`config.mk`:
```
export PLATFORM = sky130hd
export DESIGN_NAME = keyed_priority_queue_top
export DESIGN_NICKNAME = d
export VERILOG_FILES = /design/src/hw/rtl/kpq_pkg.sv /design/src/hw/rtl/kpq_cell.sv /design/src/hw/rtl/keyed_priority_queue_top.sv
export SDC_FILE = /design/constraint.sdc
export NUM_CORES = 2
export LEC_CHECK = 0
export ABC_AREA = 1
export ABC_CLOCK_PERIOD_IN_PS = 9000
export CORE_ASPECT_RATIO = 1.75
export CORE_UTILIZATION = 65
export CTS_CLUSTER_DIAMETER = 50
export DETAILED_ROUTE_END_ITERATION = 8
export DONT_BUFFER_PORTS = 1
export PLACE_DENSITY = 0.82
export SYNTH_ARGS = -nofsm -noshare
export SYNTH_HDL_FRONTEND = slang
export SYNTH_SLANG_ARGS = --single-unit
```
`constraint.sdc`:
```
create_clock -name clk_i -period 9 [get_ports clk_i]
set_clock_uncertainty 0.15 [all_clocks]
set_input_delay 2.25 -clock clk_i [delete_from_list [all_inputs] [get_ports clk_i]]
set_output_delay 2.25 -clock clk_i [all_outputs]
set_load 0.01 [all_outputs]
```
`src/hw/rtl/kpq_pkg.sv`:
```
`timescale 1ns / 1ps

package kpq_pkg;

  localparam int unsigned QueueDepthDef = 16;
  localparam int unsigned OccW = 5;

  typedef enum logic [1:0] {
    OP_INSERT = 2'd0,
    OP_POP    = 2'd1,
    OP_CLEAR  = 2'd2
  } op_e;

  typedef enum logic [1:0] {
    ST_OK    = 2'd0,
    ST_FULL  = 2'd1,
    ST_EMPTY = 2'd2
  } status_e;

  // sort key: priority, then pages, then id; compared as one unsigned vector
  typedef struct packed {
    logic [15:0] prio;
    logic [8:0]  pages;
    logic [15:0] id;
  } key_t;

  typedef struct packed {
    op_e         op;
    logic [15:0] job_id;
    logic [8:0]  page_count;
    logic [15:0] priority_req;
  } in_beat_t;

  typedef struct packed {
    logic          popped_valid;
    logic [15:0]   popped_id;
    logic [8:0]    popped_pages;
    logic [15:0]   popped_priority;
    status_e       status;
    logic [OccW-1:0] occupancy;
  } out_beat_t;

  // shift commands broadcast to every cell
  typedef struct packed {
    logic ins;
    logic pop;
  } ctrl_t;

endpackage

```
`src/hw/rtl/kpq_cell.sv`:
```
`timescale 1ns / 1ps

module kpq_cell (
  input  logic          clk_i,
  input  kpq_pkg::ctrl_t ctrl_i,
  input  kpq_pkg::key_t key_i,
  input  logic          occ_i,
  input  logic          left_le_i,
  input  kpq_pkg::key_t left_entry_i,
  input  kpq_pkg::key_t right_entry_i,
  output logic          le_o,
  output kpq_pkg::key_t entry_o
);
  import kpq_pkg::*;

  key_t entry_q;
  key_t entry_d;

  // entries at or below the new key stay put; the rest shift right
  assign le_o = occ_i && (entry_q <= key_i);

  always_comb begin
    entry_d = entry_q;
    if (ctrl_i.ins && !le_o) begin
      entry_d = left_le_i ? key_i : left_entry_i;
    end else if (ctrl_i.pop) begin
      entry_d = right_entry_i;
    end
  end

  always_ff @(posedge clk_i) begin
    entry_q <= entry_d;
  end

  assign entry_o = entry_q;

endmodule

```
`src/hw/rtl/keyed_priority_queue_top.sv`:
```
`timescale 1ns / 1ps
// An accepted beat's result beat is registered and is shown in the cycle after acceptance.
// Throughput: one beat per cycle while the output is not stalled; each cell does one key compare per op.
// Reset clears the job count and the output valid; entry storage has no
// reset and is only read below the count.
module keyed_priority_queue_top #(
  parameter int unsigned QUEUE_DEPTH = kpq_pkg::QueueDepthDef
) (
  input  logic               clk_i,
  input  logic               rst_ni,
  input  logic               in_valid_i,
  output logic               in_stall_o,
  input  kpq_pkg::in_beat_t  in_beat_i,
  output logic               out_valid_o,
  input  logic               out_stall_i,
  output kpq_pkg::out_beat_t out_beat_o
);
  import kpq_pkg::*;

  localparam int unsigned CntW = $clog2(QUEUE_DEPTH + 1);

  logic [CntW-1:0] cnt_q, cnt_d;
  logic            out_valid_q, out_valid_d;
  out_beat_t       out_beat_q, res;
  ctrl_t           ctrl;
  key_t            new_key;
  logic            accept, full, empty;

  key_t entry_w [QUEUE_DEPTH];
  logic le_w    [QUEUE_DEPTH];

  assign in_stall_o = out_valid_q && out_stall_i;
  assign accept     = in_valid_i && !in_stall_o;
  assign full       = (cnt_q == CntW'(QUEUE_DEPTH));
  assign empty      = (cnt_q == '0);

  assign new_key.prio  = in_beat_i.priority_req;
  assign new_key.pages = in_beat_i.page_count;
  assign new_key.id    = in_beat_i.job_id;

  for (genvar g = 0; g < QUEUE_DEPTH; g++) begin : g_cell
    kpq_cell u_cell (
      .clk_i        (clk_i),
      .ctrl_i       (ctrl),
      .key_i        (new_key),
      .occ_i        (cnt_q > CntW'(g)),
      .left_le_i    ((g == 0) ? 1'b1 : le_w[(g == 0) ? 0 : g - 1]),
      .left_entry_i (entry_w[(g == 0) ? 0 : g - 1]),
      .right_entry_i(entry_w[(g == QUEUE_DEPTH - 1) ? g : g + 1]),
      .le_o         (le_w[g]),
      .entry_o      (entry_w[g])
    );
  end

  always_comb begin
    ctrl  = '0;
    cnt_d = cnt_q;
    res   = '0;
    res.status = ST_OK;
    if (accept) begin
      unique case (in_beat_i.op)
        OP_INSERT: begin
          if (full) begin
            res.status = ST_FULL;
          end else begin
            ctrl.ins = 1'b1;
            cnt_d    = cnt_q + 1'b1;
          end
        end
        OP_POP: begin
          if (empty) begin
            res.status = ST_EMPTY;
          end else begin
            ctrl.pop            = 1'b1;
            cnt_d               = cnt_q - 1'b1;
            res.popped_valid    = 1'b1;
            res.popped_id       = entry_w[0].id;
            res.popped_pages    = entry_w[0].pages;
            res.popped_priority = entry_w[0].prio;
          end
        end
        OP_CLEAR: cnt_d = '0;
        default: ;
      endcase
    end
    res.occupancy = OccW'(cnt_d);
  end

  assign out_valid_d = accept || (out_valid_q && out_stall_i);

  always_ff @(posedge clk_i or negedge rst_ni) begin
    if (!rst_ni) begin
      cnt_q       <= '0;
      out_valid_q <= 1'b0;
    end else begin
      cnt_q       <= cnt_d;
      out_valid_q <= out_valid_d;
    end
  end

  always_ff @(posedge clk_i) begin
    if (accept) begin
      out_beat_q <= res;
    end
  end

  assign out_valid_o = out_valid_q;
  assign out_beat_o  = out_beat_q;

  a_cnt_bound: assert property (@(posedge clk_i) disable iff (!rst_ni)
    cnt_q <= CntW'(QUEUE_DEPTH))
    else $error("job count above depth");

  a_accept_result: assert property (@(posedge clk_i) disable iff (!rst_ni)
    accept |=> out_valid_o)
    else $error("accepted beat produced no result");

  a_pop_head: assert property (@(posedge clk_i) disable iff (!rst_ni)
    (accept && in_beat_i.op == OP_POP && !empty) |=> out_beat_o.popped_valid)
    else $error("pop on nonempty queue returned no job");

  a_sorted_head: assert property (@(posedge clk_i) disable iff (!rst_ni)
    (cnt_q > CntW'(1)) |-> (entry_w[0] <= entry_w[1]))
    else $error("head cells out of order");

endmodule
```
---- Yosys cells after proc, flatten, opt, wreduce, memory -nomap -nowiden ----
Index checks and enable logic that the tools add are counted.
word-level totals
  flip-flop bits (word level) ............. 711
  input bits .............................. 47
  output and inout port bits .............. 51
  logic and storage cells ................. 222
cells by class
  $add $sub $neg .......................... 2
  magnitude comparators ................... 32
  equality and inequality tests ........... 3
  mux-type cells .......................... 58
  bitwise logic cells ..................... 1
  reductions and logical operators ........ 70
operators by type and width
  kind                                                                              count
  41-bit two-way mux                                                                45
  41-bit <= comparator                                                              16
  42-bit two-way mux                                                                1
  5-bit by 4-bit greater-than comparator with 1-bit output (second input constant)  8
  1-bit logical AND                                                                 34
  2-bit nonzero test                                                                15
  5-bit by 3-bit greater-than comparator with 1-bit output (second input constant)  4
  1-bit zero test                                                                   17
  5-bit two-way mux                                                                 3
  5-bit case mux with 3 select lines                                                1
  5-bit by 1-bit greater-than comparator with 1-bit output (second input constant)  2
  5-bit by 2-bit greater-than comparator with 1-bit output (second input constant)  2
  5-bit by 1-bit adder with 5-bit output (second input constant)                    1
  5-bit == test (second input constant)                                             1
  5-bit zero test                                                                   1
  1-bit two-way mux                                                                 5
  5-bit by 1-bit subtractor with 5-bit output (second input constant)               1
  2-bit two-way mux                                                                 2
  2-bit case mux with 2 select lines                                                1
  2-bit by 1-bit == test with 1-bit output (second input constant)                  1
  2-bit == test (second input constant)                                             1
  2-bit zero test                                                                   1
  2-bit OR reduction                                                                1
  1-bit logical OR                                                                  1
  1-bit NOT                                                                         1

---- Longest topological paths before layout ----
  depth in word-level cells ............... 6
  mapped depth ............................ 20
  mapped depth without buffers ............ 18

---- Hierarchy ----
From an unflattened synthesis, not the netlist that was laid out.
second synthesis, totals
  cell total of the unflattened synthesis .. 7709
  area, all modules ....................... 57313.7 um2
modules (own cells, without submodules)
  module                    times used  cells an instance  area an instance (um2)  sequential area each (um2)
  kpq_cell                  16          466                3422.0                  1231.2
  keyed_priority_queue_top  1           253                2561.2                  1621.6

---- Worst setup path before layout ----
OpenSTA, ideal clock, no wires.
  path type ............................... in2reg
  start point ............................. input out_stall_i
  end point ............................... register g_cell[15].u_cell.entry_q (netlist bit g_cell[15].u_cell.entry_o[0]), enable pin
  setup time .............................. 0.453 ns
  arrival ................................. 6.323 ns
  required time ........................... 8.397 ns
  setup slack ............................. 2.074 ns
  cell stages on the path ................. 7
  path buffers ............................ 0
  path through ............................ nand2_1 -> inv_2 -> nor2_2 -> inv_2 -> nor2_8 -> inv_1 -> a21oi_1
on the way
  cells in the longest elaborated chain, start to end .. 5
ends and longest elaborated chain
  item                    line                            RTL
  start: declaration      keyed_priority_queue_top.sv:15  input logic out_stall_i,
  1-bit logical AND       keyed_priority_queue_top.sv:32  assign in_stall_o = out_valid_q && out_stall_i;
  net in_stall_o          keyed_priority_queue_top.sv:12  output logic in_stall_o,
  1-bit zero test         keyed_priority_queue_top.sv:33  assign accept = in_valid_i && !in_stall_o;
  1-bit logical AND       keyed_priority_queue_top.sv:33
  net accept              keyed_priority_queue_top.sv:27  logic accept, full, empty;
  2-bit two-way mux       keyed_priority_queue_top.sv:60  if (accept) begin
  1-bit logical AND       kpq_cell.sv:24                  if (ctrl_i.ins && !le_o) begin
  end signal: assignment  kpq_cell.sv:32                  entry_q <= entry_d;
  end: declaration        kpq_cell.sv:16                  key_t entry_q;
The timed path passes the listed nets, and every way through them passes these cells.
A chain may end at the register's enable or synchronous reset.

==> impl_metrics.tcl <==
set metrics [dict create \
    status "finished clean" \
    root_buffer "clkbuf_16" \
    area.sequential_um2 21300 \
    hold_violations 0 \
    synth_compound_area_share_pct 4.47 \
    layout.cells.non_filler 8352 \
    grt_pass1_wl_um 268000 \
    cts_num_sinks 711 \
    wirelength_um 173000 \
    gp_congestion 1.01 \
    die-width_um 222 \
    fmaxAchievable_ghz 0.157 \
    cts_resized 0 \
    synthTopCellsByCount "3801 x nand2_1, 705 x edfxtp_1, 661 x ha_1, 657 x nand3_1, 323 x inv_1" \
    start_util_pct 66.0 \
    multi_input_area_um2 30700 \
    worstMarginPinSlew_ns 1.38 \
    ant_nets 0 \
    fillers 7090 \
    dr.pass1.iters 7 \
    syn_area_um2 55100 \
    crit_path_max_incr_delay_ns 0.72 \
    crit_slowest_cell "nand2_2" \
    synthXorXnorAreaFrac_pct 0.0477 \
    synthArstFlopShare_pct 0.844 \
    setup_viol 0 \
    cts.path.max_buffers 3 \
    post-cts-setup-buffers 0 \
    portBuffers 0 \
    cp.required_ns 9.29 \
    grt.total_usage_pct 40.1 \
    h-tree-depth 3 \
    cap_viol_max_count 0 \
    grt_overflow 0 \
    critPathMaxFanout 42 \
    crit_path_end_kind "register" \
    yosys.cell_types.count 48 \
    grt_max_degree 83 \
    coreArea_um2 83600 \
    power_density_nw_per_um2 196 \
    grt_pass1_vias 49700 \
    p_leak_nw 28.9 \
    syn_inst 7420 \
    post-place-ws_ns 2.17 \
    finalNetCount 7941 \
    synth.mux.area_fraction_pct 0.0182 \
    dieArea_um2 86000 \
    layout-drive-gt1-share_pct 4.42 \
    min_path_type "register to register" \
    setup_tns_ns 0 \
    report.power.total_w 0.0113 \
    crit_chain "inv_1, ha_1, nand2_1, nor2_1, nand3_1, nor2_1, a21oi_1, nand3_1, nand2_2, nand2_2, nand2_2, buf_4, inv_2, nand2_1, nand2_1" \
    critPathLaunchType "primary input" \
    synth_edf_count 705 \
    ios 98 \
    worstPathArrival_ns 6.65 \
    period_minus_slack_ns 6.37 \
    drv_slew 0 \
    yosys.area_share.simple_pct 35.9 \
    cts_hold_buf 0 \
    synth_ff_type "edfxtp_1" \
    insertion_delay_ns 0.69 \
    die-height_um 387 \
    synth-seq-cells 711 \
    drc 0 \
    ys_seq_area_share_pct 38.7 \
    rsz0062_at_grt "false" \
    setup_ws_ns 2.63 \
    numCtsBuffers 73 \
    relSlewSlack_pct 7.57 \
    yosysTopAreaCell "edfxtp_1" \
    timing.final.crit_share_pct 70.8 \
    drt_iter0_drc 4145 \
    yosysWarnings 0 \
    synth.area.top_cells "edfxtp_1 38%, nand2_1 26%, ha_1 15%" \
    synth_top_family_by_area "simple AND/OR/NAND/NOR gates" \
    antenna_found_initial 0 \
    diodes 0 \
    hpwl_um 133000 \
    wl_per_cell_um 20.8 \
    synthToLayoutAreaGrowth_pct 4.89 \
    synth_most_common_cell "nand2_1" \
    crit_type "primary input to register" \
    synth_nets 8128 \
    crit_family "simple AND/OR/NAND/NOR gates" \
    rows 140 \
    path_buf_inv 3 \
    ir_worst_vdd_uv 160 \
    vias 49900 \
    synth_top_area_share_pct 38.4 \
    cts_tree "built" \
    yosys.area_share.adder_pct 15.0 \
    dp_cells 8223 \
    path_clk_slew_ns 0.06 \
    syn_avg_cell_area_um2 7.43 \
    vias_per_cell 5.97 \
]
## layout by cell type (no fill, tap or decap), drive strengths merged, types with 2 or more instances in the layout
cell / Yosys / final
a21boi: 4 / 4
a21o: 34 / 34
a21oi: 240 / 240
and2: 7 / 7
and3: 4 / 4
buf: 224 / 87
bufinv: 0 / 11
clkbuf: 125 / 87
clkinv: 4 / 29
dfrtp: 6 / 6
edfxtp: 705 / 705
ha: 661 / 661
inv: 341 / 346
nand2: 3843 / 3843
nand3: 659 / 659
nand3b: 19 / 19
nand4: 38 / 38
nor2: 300 / 300
nor3: 30 / 30
nor3b: 8 / 8
nor4: 9 / 9
o211ai: 2 / 2
o21a: 22 / 22
o21ai: 124 / 124
xor2: 2 / 2
## per-stage QoR
step	hold slack, ns	util, %	instance area [um^2]
6_report	0.402	69.2	57800
5_1_grt	0.423	69.2	57800
4_1_cts	0.405	69.2	57800
3_5_place_dp	0.396	66.2	55300
3_3_place_gp	0.381	66.2	55300
2_1_floorplan	0.370	-	55100
## logic make-up (layout without fill, tap and decap cells)
logic type                 count (synthesis)  count (layout)
xor gates and xnor gates                   3               3
muxes                                      1               1
buffers and inverters                    694             561
adders and majority gates                661             661
and+or+nand+nor                         4920            4920
DFF                                      711             711
AOI/OAI and AO/OA                        430             430
## power by group
group          switching, W  internal, W
sequential         0.000232      0.00405
combinational       0.00269      0.00108
clock               0.00141      0.00188
## worst paths after layout
check                      slack (ns)                           end                         start  cells past startpoint
setup reg to reg                 4.19   g_cell[1].u_cell.entry_o[6]  g_cell[1].u_cell.entry_o[36]                     16
hold reg to reg                  0.40  g_cell[14].u_cell.entry_o[9]  g_cell[15].u_cell.entry_o[9]                      2
min in group asynchronous        1.10                      cnt_q[2]                        rst_ni                      0
setup / recovery                 2.63   g_cell[1].u_cell.entry_o[6]                 in_beat_i[15]                     15
hold / removal                   0.40  g_cell[14].u_cell.entry_o[9]  g_cell[15].u_cell.entry_o[9]                      2
max in group asynchronous        7.53                   out_valid_o                        rst_ni                      0
## worst reg2reg max path, cell delays in order (launching register included)
cell and delay, ns:
edfxtp_1 0.45, ha_1 0.33, nand2_1 0.32, inv_1 0.08, nand2_1 0.07, nand2_1 0.05, nand2_1 0.06, nand2_1 0.07
a21oi_1 0.51, nand3_1 0.18, nand2_2 0.72, nand2_2 0.14, nand2_2 0.11, buf_4 0.47, inv_2 0.50, nand2_1 0.28
nand2_1 0.07
## flip-flops by register name (all words and copies together), names as in the netlist
signal and cells:
out_valid_o 1, cnt_q 5, out_beat_o 49, g_cell.u_cell.entry_o 656
## area by class of cell
cell class                 instances  share of cell area (%)
inverter                         345                    2.26
sequential                       711                    36.9
tap                             1065                    2.31
clock inverter                    42                   0.872
clock buffer                      87                    3.40
multi-input combinational       6015                    53.1
timing repair buffer              87                    1.15
## metal layers
| layer | GRT usage, % | up-vias | wire length [um] |
|---|---|---|---|
| met5 | 0 | - | 0 |
| met4 | 41.6 | 0 | 19600 |
| met3 | 6.31 | 871 | 11400 |
| met2 | 70.0 | 2428 | 84800 |
| met1 | 39.2 | 22600 | 57600 |
| li1 | - | 24000 | - |
Note: power is estimated with default switching activity, not from simulation.
